### src/design/rle_pkg.sv
// Shared types, codes and constants of the Raft leader election unit.
package rle_pkg;

    localparam int MAX_NODES_DEF = 16;
    localparam int TERM_W        = 32;
    localparam int LOG_W         = 32;
    localparam int TAG_W         = 16;
    localparam int ID_W          = 4;
    localparam int SIZE_W        = 5;
    localparam int VOTE_W        = 5;
    localparam int CFG_IDX_W     = 2;
    localparam int CFG_DATA_W    = 32;

    localparam logic [VOTE_W-1:0] NONE_ID   = 5'd31;
    localparam logic [VOTE_W-1:0] VOTES_MAX = 5'd31;

    typedef enum logic [1:0] {
        OP_TICK  = 2'd0,
        OP_VREQ  = 2'd1,
        OP_VRESP = 2'd2,
        OP_NONE  = 2'd3
    } op_t;

    typedef enum logic [1:0] {
        KIND_REPLY   = 2'd0,
        KIND_REQUEST = 2'd1,
        KIND_LEADER  = 2'd2
    } kind_t;

    typedef enum logic [1:0] {
        ROLE_FOLLOWER  = 2'd0,
        ROLE_CANDIDATE = 2'd1,
        ROLE_LEADER    = 2'd2
    } role_t;

    typedef enum logic [CFG_IDX_W-1:0] {
        REG_NODE_ID  = 2'd0,
        REG_CLUSTER  = 2'd1,
        REG_LAST_IDX = 2'd2,
        REG_LAST_TRM = 2'd3
    } cfg_reg_t;

    typedef struct packed {
        logic [ID_W-1:0]   node_id;
        logic [SIZE_W-1:0] cluster_size;
        logic [LOG_W-1:0]  own_last_index;
        logic [TERM_W-1:0] own_last_term;
    } cfg_t;

    typedef struct packed {
        logic [1:0]        op;
        logic [ID_W-1:0]   peer_id;
        logic [TERM_W-1:0] msg_term;
        logic [LOG_W-1:0]  cand_last_index;
        logic [TERM_W-1:0] cand_last_term;
        logic              granted_in;
        logic [TAG_W-1:0]  request_tag;
    } item_t;

    typedef struct packed {
        logic [1:0]        kind;
        logic [ID_W-1:0]   dest;
        logic [TERM_W-1:0] out_term;
        logic              granted_out;
        logic [LOG_W-1:0]  out_last_index;
        logic [TERM_W-1:0] out_last_term;
        logic [TAG_W-1:0]  tag_out;
        logic [1:0]        role_now;
        logic              last;
    } result_t;

endpackage

### src/design/rle_core.sv
// Election state registers and the per-item decision logic.
module rle_core
    import rle_pkg::*;
#(
    parameter int MAX_NODES = MAX_NODES_DEF,
    parameter int PW        = $clog2(MAX_NODES + 1)
) (
    input  logic          aclk,
    input  logic          aresetn,
    input  logic          accept,
    input  item_t         item,
    input  cfg_t          cfg,
    input  logic [PW-1:0] n_eff,
    input  logic          has_peers,
    output logic          res_valid,
    output result_t       res,
    output logic          burst_start,
    output logic [TERM_W-1:0] term
);

    localparam int CW = (PW > VOTE_W) ? PW : VOTE_W;

    role_t             role_reg, role_next;
    logic [TERM_W-1:0] term_reg, term_next;
    logic [VOTE_W-1:0] vote_reg, vote_next;
    logic [VOTE_W-1:0] votes_reg, votes_next;
    logic [VOTE_W-1:0] leader_reg, leader_next;

    logic              up_to_date;
    logic [PW-1:0]     half;

    assign up_to_date = (item.cand_last_term != cfg.own_last_term) ?
                        (item.cand_last_term > cfg.own_last_term) :
                        (item.cand_last_index >= cfg.own_last_index);
    assign half = n_eff >> 1;
    assign term = term_reg;

    always_comb begin
        logic [VOTE_W-1:0] vote_v;
        logic [VOTE_W-1:0] votes_inc;
        logic              grant;
        role_next   = role_reg;
        term_next   = term_reg;
        vote_next   = vote_reg;
        votes_next  = votes_reg;
        leader_next = leader_reg;
        res_valid   = 1'b0;
        res         = '0;
        burst_start = 1'b0;
        vote_v      = vote_reg;
        votes_inc   = (votes_reg == VOTES_MAX) ? votes_reg : votes_reg + 5'd1;
        grant       = 1'b0;
        if (accept) begin
            case (op_t'(item.op))
                OP_TICK: begin
                    if (role_reg != ROLE_LEADER) begin
                        role_next   = ROLE_CANDIDATE;
                        term_next   = term_reg + 32'd1;
                        vote_next   = {1'b0, cfg.node_id};
                        votes_next  = 5'd1;
                        burst_start = has_peers;
                    end
                end
                OP_VREQ: begin
                    if (item.msg_term >= term_reg) begin
                        if (item.msg_term > term_reg) begin
                            role_next   = ROLE_FOLLOWER;
                            term_next   = item.msg_term;
                            leader_next = NONE_ID;
                            vote_v      = NONE_ID;
                        end
                        if ((vote_v == NONE_ID || vote_v == {1'b0, item.peer_id}) &&
                            up_to_date) begin
                            vote_v = {1'b0, item.peer_id};
                            grant  = 1'b1;
                        end
                    end
                    vote_next       = vote_v;
                    res_valid       = 1'b1;
                    res.kind        = KIND_REPLY;
                    res.out_term    = term_next;
                    res.granted_out = grant;
                    res.tag_out     = item.request_tag;
                    res.role_now    = role_next;
                    res.last        = 1'b1;
                end
                OP_VRESP: begin
                    if (role_reg == ROLE_CANDIDATE) begin
                        if (item.msg_term > term_reg) begin
                            role_next   = ROLE_FOLLOWER;
                            term_next   = item.msg_term;
                            leader_next = NONE_ID;
                            vote_next   = NONE_ID;
                        end else if (item.msg_term == term_reg && item.granted_in) begin
                            if (CW'(votes_inc) > CW'(half)) begin
                                role_next    = ROLE_LEADER;
                                leader_next  = {1'b0, cfg.node_id};
                                votes_next   = '0;
                                vote_next    = NONE_ID;
                                res_valid    = 1'b1;
                                res.kind     = KIND_LEADER;
                                res.out_term = term_reg;
                                res.role_now = ROLE_LEADER;
                                res.last     = 1'b1;
                            end else begin
                                votes_next = votes_inc;
                            end
                        end
                    end
                end
                default: begin
                end
            endcase
        end
    end

    always_ff @(posedge aclk) begin
        if (!aresetn) begin
            role_reg   <= ROLE_FOLLOWER;
            term_reg   <= '0;
            vote_reg   <= NONE_ID;
            votes_reg  <= '0;
            leader_reg <= NONE_ID;
        end else begin
            role_reg   <= role_next;
            term_reg   <= term_next;
            vote_reg   <= vote_next;
            votes_reg  <= votes_next;
            leader_reg <= leader_next;
        end
    end

`ifndef ASSERT_OFF
    // a leader never carries a vote count
    a_leader_votes: assert property (@(posedge aclk) disable iff (!aresetn)
        role_reg == ROLE_LEADER |-> votes_reg == '0)
        else $error("leader with nonzero vote count");
    // a win notice comes only from the result that set the known leader
    a_win_leader: assert property (@(posedge aclk) disable iff (!aresetn)
        res_valid && res.kind == KIND_LEADER |=> leader_reg != NONE_ID)
        else $error("won election without a known leader");
`endif

endmodule

### src/design/rle_req_gen.sv
// Sequencer that emits one vote request per peer after an election starts.
module rle_req_gen
    import rle_pkg::*;
#(
    parameter int MAX_NODES = MAX_NODES_DEF,
    parameter int PW        = $clog2(MAX_NODES + 1)
) (
    input  logic              aclk,
    input  logic              aresetn,
    input  logic              start,
    input  logic              advance,
    input  cfg_t              cfg,
    input  logic [PW-1:0]     k_cnt,
    input  logic [TERM_W-1:0] term,
    output logic              busy,
    output result_t           req
);

    localparam int CW = (PW > VOTE_W) ? PW : VOTE_W;

    logic          active_reg, active_next;
    logic [PW-1:0] p_reg, p_next;
    logic [PW-1:0] cnt_reg, cnt_next;

    logic [PW-1:0] dest_p;
    logic [CW-1:0] dest_w;
    logic [PW-1:0] cnt_inc;
    logic          is_last;

    // own id is skipped on the fly, so every cycle with advance high carries a request
    assign dest_p  = (CW'(p_reg) == CW'(cfg.node_id)) ? p_reg + PW'(1) : p_reg;
    assign dest_w  = CW'(dest_p);
    assign cnt_inc = cnt_reg + PW'(1);
    assign is_last = (cnt_inc == k_cnt);
    assign busy    = active_reg;

    always_comb begin
        req                = '0;
        req.kind           = KIND_REQUEST;
        req.dest           = dest_w[ID_W-1:0];
        req.out_term       = term;
        req.out_last_index = cfg.own_last_index;
        req.out_last_term  = cfg.own_last_term;
        req.role_now       = ROLE_CANDIDATE;
        req.last           = is_last;
    end

    always_comb begin
        active_next = active_reg;
        p_next      = p_reg;
        cnt_next    = cnt_reg;
        if (start) begin
            active_next = 1'b1;
            p_next      = '0;
            cnt_next    = '0;
        end else if (active_reg && advance) begin
            p_next   = dest_p + PW'(1);
            cnt_next = cnt_inc;
            if (is_last) begin
                active_next = 1'b0;
            end
        end
    end

    always_ff @(posedge aclk) begin
        if (!aresetn) begin
            active_reg <= 1'b0;
            p_reg      <= '0;
            cnt_reg    <= '0;
        end else begin
            active_reg <= active_next;
            p_reg      <= p_next;
            cnt_reg    <= cnt_next;
        end
    end

`ifndef ASSERT_OFF
    // the run never passes its request count
    a_cnt_bound: assert property (@(posedge aclk) disable iff (!aresetn)
        active_reg |-> cnt_reg < k_cnt)
        else $error("vote request run overran its count");
`endif

endmodule

### src/design/raft_leader_election_unit.sv
// Top level of the Raft leader election unit: config, output register, glue.
// A vote request, or a vote response that wins the election, shows its result on m_* in the next cycle.
// Throughput: one item per cycle while the output register drains outside a run (stateful core loop).
// An election tick starts a run of K vote requests (K = peers, at most MAX_NODES-1); the first
// is registered once the run starts, then one per cycle while m_* is not stalled; s_ready is low for the run.
// Reset (aresetn, synchronous, active low) restores follower role, term 0, no vote, defaults.
module raft_leader_election_unit
    import rle_pkg::*;
#(
    parameter int MAX_NODES = MAX_NODES_DEF
) (
    input  logic                  aclk,
    input  logic                  aresetn,
    // configuration write port
    input  logic                  cfg_we,
    input  logic [CFG_IDX_W-1:0]  cfg_index,
    input  logic [CFG_DATA_W-1:0] cfg_wdata,
    // input channel
    input  logic                  s_valid,
    output logic                  s_ready,
    input  logic [1:0]            s_op,
    input  logic [ID_W-1:0]       s_peer_id,
    input  logic [TERM_W-1:0]     s_msg_term,
    input  logic [LOG_W-1:0]      s_cand_last_index,
    input  logic [TERM_W-1:0]     s_cand_last_term,
    input  logic                  s_granted_in,
    input  logic [TAG_W-1:0]      s_request_tag,
    // result channel
    output logic                  m_valid,
    input  logic                  m_ready,
    output logic [1:0]            m_kind,
    output logic [ID_W-1:0]       m_dest,
    output logic [TERM_W-1:0]     m_out_term,
    output logic                  m_granted_out,
    output logic [LOG_W-1:0]      m_out_last_index,
    output logic [TERM_W-1:0]     m_out_last_term,
    output logic [TAG_W-1:0]      m_tag_out,
    output logic [1:0]            m_role_now,
    output logic                  m_last
);

    localparam int PW = $clog2(MAX_NODES + 1);
    localparam int CW = (PW > SIZE_W) ? PW : SIZE_W;

    cfg_t    cfg_reg;
    item_t   item;
    result_t res, req, out_reg;
    logic    out_valid_reg;

    logic              slot_free, accept, res_valid, burst_start, busy;
    logic [TERM_W-1:0] term;
    logic [PW-1:0]     n_eff, k_raw, k_cnt;
    logic              node_in;

    // config registers; the user must write them only while the unit is idle, the block does not enforce it
    always_ff @(posedge aclk) begin
        if (!aresetn) begin
            cfg_reg.node_id        <= '0;
            cfg_reg.cluster_size   <= 5'd3;
            cfg_reg.own_last_index <= '0;
            cfg_reg.own_last_term  <= '0;
        end else if (cfg_we) begin
            case (cfg_reg_t'(cfg_index))
                REG_NODE_ID:  cfg_reg.node_id        <= cfg_wdata[ID_W-1:0];
                REG_CLUSTER:  cfg_reg.cluster_size   <= cfg_wdata[SIZE_W-1:0];
                REG_LAST_IDX: cfg_reg.own_last_index <= cfg_wdata[LOG_W-1:0];
                REG_LAST_TRM: cfg_reg.own_last_term  <= cfg_wdata[TERM_W-1:0];
                default: begin
                end
            endcase
        end
    end

    // effective cluster size: zero counts as one, clipped to MAX_NODES
    always_comb begin
        if (cfg_reg.cluster_size == '0) begin
            n_eff = PW'(1);
        end else if (CW'(cfg_reg.cluster_size) > CW'(MAX_NODES)) begin
            n_eff = PW'(MAX_NODES);
        end else begin
            n_eff = PW'(cfg_reg.cluster_size);
        end
    end

    // number of vote requests per election
    assign node_in = CW'(cfg_reg.node_id) < CW'(n_eff);
    assign k_raw   = n_eff - PW'(node_in);
    assign k_cnt   = (CW'(k_raw) > CW'(MAX_NODES - 1)) ? PW'(MAX_NODES - 1) : k_raw;

    assign item.op              = s_op;
    assign item.peer_id         = s_peer_id;
    assign item.msg_term        = s_msg_term;
    assign item.cand_last_index = s_cand_last_index;
    assign item.cand_last_term  = s_cand_last_term;
    assign item.granted_in      = s_granted_in;
    assign item.request_tag     = s_request_tag;

    // output register frees when empty or when its transfer completes
    assign slot_free = !out_valid_reg || m_ready;
    assign s_ready   = slot_free && !busy;
    assign accept    = s_valid && s_ready;

    rle_core #(
        .MAX_NODES (MAX_NODES),
        .PW        (PW)
    ) u_core (
        .aclk        (aclk),
        .aresetn     (aresetn),
        .accept      (accept),
        .item        (item),
        .cfg         (cfg_reg),
        .n_eff       (n_eff),
        .has_peers   (k_cnt != '0),
        .res_valid   (res_valid),
        .res         (res),
        .burst_start (burst_start),
        .term        (term)
    );

    rle_req_gen #(
        .MAX_NODES (MAX_NODES),
        .PW        (PW)
    ) u_req_gen (
        .aclk    (aclk),
        .aresetn (aresetn),
        .start   (burst_start),
        .advance (slot_free),
        .cfg     (cfg_reg),
        .k_cnt   (k_cnt),
        .term    (term),
        .busy    (busy),
        .req     (req)
    );

    always_ff @(posedge aclk) begin
        if (!aresetn) begin
            out_valid_reg <= 1'b0;
        end else if (slot_free) begin
            out_valid_reg <= (accept && res_valid) || busy;
        end
    end

    // payload: core result and request run never compete (s_ready is low in a run)
    always_ff @(posedge aclk) begin
        if (slot_free) begin
            if (busy) begin
                out_reg <= req;
            end else if (accept && res_valid) begin
                out_reg <= res;
            end
        end
    end

    assign m_valid          = out_valid_reg;
    assign m_kind           = out_reg.kind;
    assign m_dest           = out_reg.dest;
    assign m_out_term       = out_reg.out_term;
    assign m_granted_out    = out_reg.granted_out;
    assign m_out_last_index = out_reg.out_last_index;
    assign m_out_last_term  = out_reg.out_last_term;
    assign m_tag_out        = out_reg.tag_out;
    assign m_role_now       = out_reg.role_now;
    assign m_last           = out_reg.last;

`ifndef ASSERT_OFF
    // no input transfer while a request run is going out
    a_busy_block: assert property (@(posedge aclk) disable iff (!aresetn)
        busy |-> !s_ready)
        else $error("input taken during vote request run");
    // a run starts only from a tick that left the output slot usable
    a_start_tick: assert property (@(posedge aclk) disable iff (!aresetn)
        burst_start |-> accept && s_op == OP_TICK && !res_valid)
        else $error("request run started without a tick transfer");
`endif

endmodule

### config.mk
export PLATFORM = sky130hd
export DESIGN_NAME = raft_leader_election_unit
export DESIGN_NICKNAME = d
export VERILOG_FILES = /design/src/design/rle_pkg.sv /design/src/design/rle_core.sv /design/src/design/rle_req_gen.sv /design/src/design/raft_leader_election_unit.sv
export SDC_FILE = /design/constraint.sdc
export NUM_CORES = 1
export LEC_CHECK = 0
export BUFFER_PORTS_ARGS = -buffer_cell sky130_fd_sc_hd__buf_2
export CAP_MARGIN = 30
export CORE_ASPECT_RATIO = 1.1
export CORE_MARGIN = 8
export CORE_UTILIZATION = 50
export CTS_CLUSTER_DIAMETER = 50
export CTS_CLUSTER_SIZE = 10
export DETAILED_ROUTE_END_ITERATION = 12
export GPL_ROUTABILITY_DRIVEN = 0
export GPL_TIMING_DRIVEN = 0
export HOLD_SLACK_MARGIN = 0.15
export PLACE_DENSITY = 0.71
export SLEW_MARGIN = 40
export SYNTH_ARGS = -nofsm -noshare
export SYNTH_HDL_FRONTEND = slang
export SYNTH_SLANG_ARGS = --single-unit
### constraint.sdc
create_clock -name aclk -period 10.8 [get_ports aclk]
set_input_delay 1.08 -clock aclk [delete_from_list [all_inputs] [get_ports aclk]]
set_output_delay 1.08 -clock aclk [all_outputs]
set_load 0.01 [all_outputs]
[After elaboration in Yosys (flattened, before gate mapping)]
Index checks and enable logic that the tools add are counted.
Storage, ports and cells
  register bits after elaboration: 251
  bits of input ports: 158
  output and inout bits: 124
  logic and storage cells: 161
Cells by class
  add/subtract/negate cells: 6
  magnitude comparators: 8
  equal/unequal tests: 21
  mux-type cells: 73
  bitwise gates (word level): 1
  reductions and logical operators: 31
Operator list (count)
  $mux 32: 8
  $mux 122: 1
  $mux 120: 1
  $mux 5: 21
  $pmux 32 s3: 1
  $ge 32x32->1: 2
  $gt 32x32->1: 2
  $pmux 32 s2: 1
  $mux 33: 1
  $add 32x1->32 const B: 1
  $eq 32x32->1: 1
  $ne 32x32->1: 1
  $mux 2: 13
  $add 5x1->5 const B: 4
  $mux 19: 1
  $mux 16: 1
  $mux 1: 15
  $pmux 5 s3: 1
  $mux 3: 4
  $reduce_and 2->1: 6
  $reduce_and 6->1: 2
  $eq 5x4->1: 2
  $eq 5x5->1 const B: 2
  $pmux 5 s2: 1
  26 further kinds: 47

[Longest topological paths before layout]
Gate-level depths: netlist of the first run.
  depth after elaboration: 14
  gate-level depth with buffers: 17
  depth with buffers taken out: 17

[Modules after synthesis]
From an unflattened synthesis of the first run, not the netlist that was laid out.
Unflattened totals
  cells, all modules: 1802
  area total of the unflattened synthesis: 16867.4 um2
Modules (own cells, without submodules)
  raft_leader_election_unit: times used 1, cells each 620, area each 8171.6 um2, sequential area each 5144.9 um2
  rle_core: times used 1, cells each 959, area each 6989.2 um2, sequential area each 880.8 um2
  rle_req_gen: times used 1, cells each 223, area each 1706.6 um2, sequential area each 220.2 um2

[Least setup slack after synthesis of the first run]
No wires, ideal clock.
  path kind: input -> register
  start point: in s_msg_term[27]
  end point: reg out_reg, in the netlist m_dest[0], enable pin
  setup time: 644 ps
  arrival time: 8698 ps
  data required time: 10156 ps
  path slack: 1459 ps
  cell stages on the path: 8
  path buffers: 0
  cell sequence: ha_1 -> nand4_1 -> nor4_4 -> nand3_1 -> a21oi_1 -> nor4b_1 -> o21ai_0 -> a21oi_1
On the way
  cells in the longest elaborated chain, start to end: 10
  elaborated cells between the ends (all ways): 11
  those cells by class: order compare (1); eq/ne (1); mux (5); reduce/logical (4)
RTL lines
  start: declaration: line raft_leader_election_unit.sv:23  | input logic [TERM_W-1:0] s_msg_term,
  branches (longest 3 deep; another with $gt 32x32->1)
  $mux 1 *: line rle_core.sv:89  | if (item.msg_term > term_reg) begin
  $mux 1 *: line rle_core.sv:88  | if (role_reg == ROLE_CANDIDATE) begin
  $pmux 1 s2 *: line rle_core.sv:54  | case (op_t'(item.op))
  $mux 1 *: line rle_core.sv:53  | if (accept) begin
  $logic_and 1x1->1 *: line raft_leader_election_unit.sv:148  | end else if (accept && res_valid) begin
  $reduce_bool 2->1 (no source line) *
  $reduce_and 2->1 (no source line) *
  end signal: assignment: line raft_leader_election_unit.sv:147  | out_reg <= req;
  end signal: assignment: line raft_leader_election_unit.sv:149  | out_reg <= res;
  end: declaration: line raft_leader_election_unit.sv:47  | result_t res, req, out_reg;
Mark *: on every way between the ends.
A chain may end at the register's enable or synchronous reset.

[Worst setup path after layout of the first run]
  start point: reg u_core.votes_reg[0]
  end point: reg out_reg, in the netlist m_out_last_index[16], enable pin
On the way
  cells in the longest elaborated chain, start to end: 12
  elaborated cells between the ends (all ways): 13
  those cells by class: add/sub (1); order compare (1); eq/ne (1); mux (7); reduce/logical (3)
RTL lines
  start: declaration: line rle_core.sv:26  | logic [VOTE_W-1:0] votes_reg, votes_next;
  start signal: assignment: line rle_core.sv:128  | votes_reg <= votes_next;
  $add 5x1->5 or $eq 5x5->1 (tied branches): line rle_core.sv:51  | votes_inc = (votes_reg == VOTES_MAX) ? votes_reg : votes_reg + 5'd1;
  $mux 5 *: line rle_core.sv:51
  $gt 5x4->1 *: line rle_core.sv:95  | if (CW'(votes_inc) > CW'(half)) begin
  $mux 1 *: line rle_core.sv:95
  $mux 1 *: line rle_core.sv:94  | end else if (item.msg_term == term_reg && item.granted_in) begin
  $mux 1 *: line rle_core.sv:89
  $mux 1 *: line rle_core.sv:88
  $pmux 1 s2 *: line rle_core.sv:54
  $mux 1 *: line rle_core.sv:53
  $logic_and 1x1->1 *: line raft_leader_election_unit.sv:148
  $reduce_bool 2->1 (no source line) *
  $reduce_and 2->1 (no source line) *
Every way passes the cells marked *; elsewhere a longest branch is shown, timed or not.

==> results by group, run 1 <==
Detailed routing
  • Via count: 12499
  • Avg WL per Cell: between 15 and 20 um
  • Routed vias/inst: roughly 5.8
  • DRT Pass-1 Iters: 7
  • Initial drt markers: 1071
  • DRC viols: 0
  • Post-route ant nets: 0
  • WL final: between 40000 and 50000 um

Critical path
  • WP data required: approximately 11000 ps
  • Worst-path fanout max: 19
  • Crit. End Element: register
  • FF-to-FF setup slack: 6180 ps
  • R2R Path Start: u_core.votes_reg[0]
  • Most frequent CP cell: buf_8
  • FF-to-FF End: m_out_last_index[16]
  • Worst path cell trace: ha_1 > nand4_1 > mux2_2 > ha_1 > nor2b_1 > o21a_1 > o211ai_1 > a21oi_1 > nor4b_1 > o21ai_0 > a21oi_4 > buf_8 > buf_8 > buf_8
  • Slowest cell delay on critical path: slightly above 600 ps
  • Slowest cell on crit path: nor4b_1
  • R2R depth: 14
  • Buffers and inverters on the worst path: 3
  • Kind of critical path: reg -> reg
  • CP Launch Type: register
  • Crit path launch: u_core.votes_reg[0]
  • Data arrival, critical path: ~4800 ps
  • CP delay by family, top: compound AO/OA/AOI/OAI gates

Yosys
  • Total number of yosys warnings: 0
  • Post-synthesis sequential area ratio: between 40% and 50%
  • Netlist cell types: 72
  • Number of flops mapped to enable cells by yosys: ~120
  • Synth Flop Type: dfxtp_1
  • Async SR Flop Fraction: 0%
  • Net Count, Synth: between 1500 and 2000
  • Post-Syn Area: ~14000 um^2
  • Syn Area/Cell: roughly 9.5 um^2
  • Flops & latches, synth: 251
  • Synth Instances: about 1500

Clock tree
  • Skew-Pair Late Insertion Delay: between 500 and 600 ps
  • Clock tree buffer depth: 3
  • H-tree depth: 2
  • Post-CTS Setup Inserts: 0
  • CTS tree: built
  • Clk pin slew, worst setup/hold paths: about 60 ps
  • Number of gates resized after cts: 0
  • Clock root buffer: clkbuf_16
  • Count of hold-fix buffers inserted at cts: 0
  • CTS buffer count: 37
  • CTS sink count: around 250

Job
  • Max Cap Viol: 0

Global routing
  • Pin count of the biggest net entering global routing: 20
  • First-pass GRT wire length: about 67000 um
  • Initial antenna violation count: 6
  • Total grt overflow: 0
  • Tot GR Track Use: approximately a quarter
  • Vias in the first global route: 12689

Floorplanning
  • Die Y: roughly 190 um
  • I/O pin count: between 200 and 300
  • Die Area: 33100 um^2
  • Core area: roughly 27000 um^2
  • Starting Density: between 50% and 60%
  • Die Wd: approximately 170 um
  • Core Rows: 63

Timing
  • Setup TNS: 0 ps
  • Tcrit/Tclk final: between 40% and 50%
  • Worst hold slack: between 400 and 500 ps
  • Worst Slack Setup Final: just over 6000 ps
  • Post-route minimum period: ~4600 ps
  • Unrepaired setup endpoints after global routing: no
  • Final setup vio count: 0
  • Max_slew headroom: ~46%
  • Fin. max-slew vios: 0
  • Worst Tran Pin Value: 810 ps
  • FMAX: 217 MHz
  • Worst Skew: 22.1 ps
  • Fin. Hold Viols: 0

Layout
  • FF/Latch Area: roughly 6200 um^2
  • Layout Utilization: a little over three fifths
  • Fill cells: between 2000 and 2500
  • Finished Cell Area: 17000 um^2
  • Multi-input logic area: roughly 7000 um^2
  • Fin nets: 2056
  • Share of cells above drive strength 1: between 20% and 30%
  • Area growth, synth to finish: 23.1%
  • Largest register FFs: 73

Placed design
  • Pre-CTS worst setup slack: about 5700 ps
  • PortBufs: 281
  • Placed Area: around 16000 um^2
  • Hpwl dp: 33300 um

Power
  • Comb power frac: between 10% and 20%
  • Flop pwr share: around two fifths
  • Clock share of power: 44.7%
  • Sw Share: 26.7%
  • Leakage: 6.53 nW
  • Switching pwr: 0.687 mW
  • P_int: ~1.9 mW
  • Maximum vdd ir drop: between 100 and 150 uV
  • Pwr/cell area: ~150 nW/um^2

Worst hold path
  • Hold EP: cfg_reg[55]
  • Hold Crit Class: reg -> reg
  • Hold Crit Depth: 2
  • Hold path startpoint: cfg_reg[55]

Status
  • Outcome: finished, final reports clean
-- power by group through the flow --
stage,Combinational [mW],Sequential (mW),Clock [mW]
after floorplan,0.186,1.11,0
after global placement,0.334,1.10,0
after detailed placement,0.352,1.09,0
after CTS,0.354,1.07,1.17
after global routing,0.392,1.07,1.21
final,0.357,1.07,1.15
-- layer usage --
metal  vias to the layer above  wire length [um]  GRT usage [%]  share of wire (%)
met3                       115              3480           6.05                8.1
met4                         2              1570           10.4                3.7
li1                       5910                 -              -                  -
met5                         -                13              0              0.030
met2                       607             21500           45.0                 50
met1                      5865             16500           28.3                 38
-- synthesized netlist by cell type, drive strengths merged, types with 5 or more instances --
cell type | number | area [um^2]
nand3 | 48 | 240
and2 | 26 | 163
nor2b | 19 | 119
a22oi | 5 | 37.5
buf | 12 | 63.8
nor3 | 36 | 180
a21o | 17 | 128
nand2 | 179 | 672
a22o | 35 | 307
o21ai | 60 | 308
xnor2 | 22 | 193
o32ai | 8 | 70.1
and3 | 12 | 75.1
a32o | 26 | 260
dfxtp | 129 | 2580
a21oi | 65 | 325
a21boi | 72 | 541
mux2i | 17 | 170
or2 | 8 | 52.6
mux2 | 5 | 63.8
a211oi | 6 | 45.0
ha | 114 | 1430
nor4 | 13 | 103
inv | 110 | 413
xor2 | 13 | 114
clkbuf | 60 | 225
edfxtp | 122 | 3660
nand2b | 10 | 62.6
nand4 | 29 | 188
a32oi | 7 | 61.3
and4 | 5 | 43.8
nor2 | 111 | 417
-- logic make-up after synthesis --
logic type      synth area share, %
xor+xnor                       2.22
fa+ha+maj                      10.3
buf+inv                        5.12
compound gates                 17.6
flops                          45.3
mux                            1.70
simple gates                   17.7
-- worst min-delay path: cells and delay by family, from the launching register on --
kind            cells  cell delay, ps
simple gates        1              40
flops               1             300
compound gates      1              60
-- per-stage QoR --
step / power [mW] / cells
6_report: 2.58 / 2173
5_1_grt: 2.67 / 2173
4_1_cts: 2.59 / 2169
3_5_place_dp: 1.44 / 2102
3_3_place_gp: 1.43 / 2095
2_1_floorplan: 1.29 / 1457
-- cells in the final DEF (no fill, tap or decap), types with 48 or more instances in the layout --
| cell type | netlist | routed |
|---|---|---|
| clkbuf_1 | 60 | 71 |
| nand2_1 | 179 | 179 |
| a21boi_0 | 72 | 72 |
| inv_1 | 110 | 110 |
| buf_2 | 6 | 287 |
| nor2_1 | 111 | 110 |
| edfxtp_1 | 122 | 122 |
| a21oi_1 | 65 | 64 |
| dfxtp_1 | 129 | 129 |
| ha_1 | 114 | 114 |
| nand3_1 | 48 | 48 |
| o21ai_0 | 57 | 57 |
-- how the worst max path moves through the flow --
stage | to | cells past startpoint | slack, ps
2_1_floorplan | m_dest[0] | 8 | 1460
3_3_place_gp | m_out_term[12] | 9 | -2070
3_5_place_dp | m_out_last_index[15] | 12 | 5710
4_1_cts | m_out_last_index[16] | 14 | 6140
5_1_grt | m_out_last_index[16] | 14 | 5810
6_report | m_out_last_index[16] | 14 | 6180
-- cell type report --
class                           instances  area share (%)
Antenna cell                            4          0.0590
Buffer                                 72            1.70
Clock buffer                           56            6.48
Clock inverter                         11           0.487
Inverter                              111            2.46
Multi-Input combinational cell       1023            40.5
Sequential cell                       251            36.8
Tap cell                              357            2.63
Timing Repair Buffer                  288            8.91
No activity file was read; power rests on OpenSTA's default activity.
==> run 2, diff against run 1 <==
Clock period 10.8 ns to 4.3 ns, I/O delays scaled along.
==> results by group, run 2 (synthesized netlist as in run 1, its figures left out) <==
Status
  • Outcome: finished, final reports clean

Clock tree
  • CTS sink count: ~250
  • CTS tree: built
  • Count of hold-fix buffers inserted at cts: 0
  • Number of gates resized after cts: 0
  • H-tree depth: 2
  • Skew-Pair Late Insertion Delay: around 520 ps
  • Post-CTS Setup Inserts: 0
  • Clock root buffer: clkbuf_16
  • CTS buffer count: 35
  • Clock tree buffer depth: 3
  • Clk pin slew, worst setup/hold paths: 50 ps

Timing
  • Fin. Hold Viols: 0
  • Worst Tran Pin Value: about 890 ps
  • Max_slew headroom: between 40% and 50%
  • Unrepaired setup endpoints after global routing: no
  • Post-route minimum period: ~4100 ps
  • Worst Skew: roughly 24 ps
  • Fin. max-slew vios: 0
  • Tcrit/Tclk final: a little over nine tenths
  • Final setup vio count: 0
  • FMAX: 243 MHz

Detailed routing
  • Initial drt markers: ~850
  • DRC viols: 0
  • Via count: ~12000
  • Avg WL per Cell: approximately 20 um
  • DRT Pass-1 Iters: 6
  • Routed vias/inst: roughly 5.7
  • WL final: approximately 43000 um
  • Post-route ant nets: 0

Power
  • Switching pwr: approximately 1.7 mW
  • Sw Share: around a quarter
  • P_int: roughly 4.7 mW
  • Comb power frac: approximately 14%
  • Maximum vdd ir drop: 240 uV
  • Pwr/cell area: approximately 380 nW/um^2
  • Clock share of power: 44.0%
  • Leakage: roughly 6.5 nW
  • Flop pwr share: a little over two fifths

Floorplanning
  • Die Y: ~190 um
  • Die Area: roughly 33000 um^2
  • Core area: around 27000 um^2
  • Core Rows: 63
  • Die Wd: roughly 170 um
  • Starting Density: around half
  • I/O pin count: approximately 280

Critical path
  • Crit. End Element: register
  • Buffers and inverters on the worst path: 3
  • Slowest cell on crit path: o21ai_1
  • Data arrival, critical path: about 4500 ps
  • Worst path cell trace: clkbuf_1 > inv_1 > ha_1 > nand4_1 > nor4_4 > and3_1 > a41oi_1 > nor2_1 > a21oi_1 > o21ai_1 > buf_2 > a22o_1
  • CP delay by family, top: simple AND/OR/NAND/NOR gates
  • Kind of critical path: reg -> reg
  • Worst-path fanout max: 10
  • CP Launch Type: register
  • Slowest cell delay on critical path: 550 ps
  • WP data required: between 4000 and 5000 ps

Layout
  • Layout Utilization: between 60 and 70%
  • Most frequent cells in the layout: buf_2 (287), nand2_1 (179), dfxtp_1 (127)
  • Finished Layout Cells: about 2200
  • Share of cells above drive strength 1: 21.0%
  • Area growth, synth to finish: 23.1%
  • Largest register FFs: 73
  • Commonest non-fill, non-tap cell in the layout: buf_2
  • Fin nets: a little over 2000

Job
  • Max Cap Viol: 0

Global routing
  • Total grt overflow: 0
  • Tot GR Track Use: roughly a quarter
  • First-pass GRT wire length: about 67000 um
  • Vias in the first global route: ~13000
  • Pin count of the biggest net entering global routing: 20
  • Initial antenna violation count: 5

Worst hold path
  • Hold Crit Class: in -> reg

Placed design
  • Hpwl dp: approximately 33000 um
  • PortBufs: 281
  • Placed Instances: ~2100
==> run 2: metrics by stage <==
step	hold WS (ps)	power (mW)	instance area, um^2	TNS (ps)	worst slack (ps)
final	175	6.40	17000	0	182
after floorplan	439	3.24	13900	-47070	-386
after global placement	452	3.58	15700	-181010	-1500
after global routing	180	6.62	17000	0	63.4
after CTS	162	6.42	17000	0	311
after detailed placement	458	3.62	15800	0	409
==> run 2: worst min-delay path, stage by stage <==
cell and delay [ps]:
buf_2 110, nand2_1 50, a21boi_0 60
==> run 2: cell type report <==
type / instances / area, um^2
plain buffers: 72 / 289
flip-flops and latches: 251 / 6250
multi-input cells: 1023 / 6900
repair buffers: 288 / 1520
well taps: 357 / 447
diodes: 6 / 15.0
clock buffers: 51 / 988
fillers: 2330 / 10100
inverters: 111 / 417
clock inverters: 12 / 138
==> run 2: path summary, 6_finish.rpt <==
| kind | slack (ps) | from | depth (start not counted) | end |
|---|---|---|---|---|
| setup / recovery | 180 | u_core.term[20] | 12 | m_out_term[2] |
| setup reg to reg | 180 | u_core.term[20] | 12 | m_out_term[2] |
| hold reg to reg | 460 | cfg_reg[35] | 2 | cfg_reg[35] |
| hold / removal | 180 | cfg_wdata[13] | 3 | cfg_reg[13] |
==> run 2: power by group through the flow <==
stage / Sequential [mW] / Combinational (mW) / Clock (mW)
global placement: 2.74 / 0.841 / 0
detailed placement: 2.73 / 0.886 / 0
global route: 2.69 / 0.986 / 2.94
finish: 2.68 / 0.898 / 2.81
CTS: 2.68 / 0.895 / 2.84
floorplan: 2.76 / 0.473 / 0
==> run 2: layer usage <==
metal / track usage (%) / share of wire [%] / vias up
li1: - / - / 5913
met1: 28.0 / 39 / 5884
met2: 44.5 / 49 / 533
met3: 5.89 / 8.1 / 108
met4: 12.1 / 4.1 / 2
met5: 0 / 0.028 / -
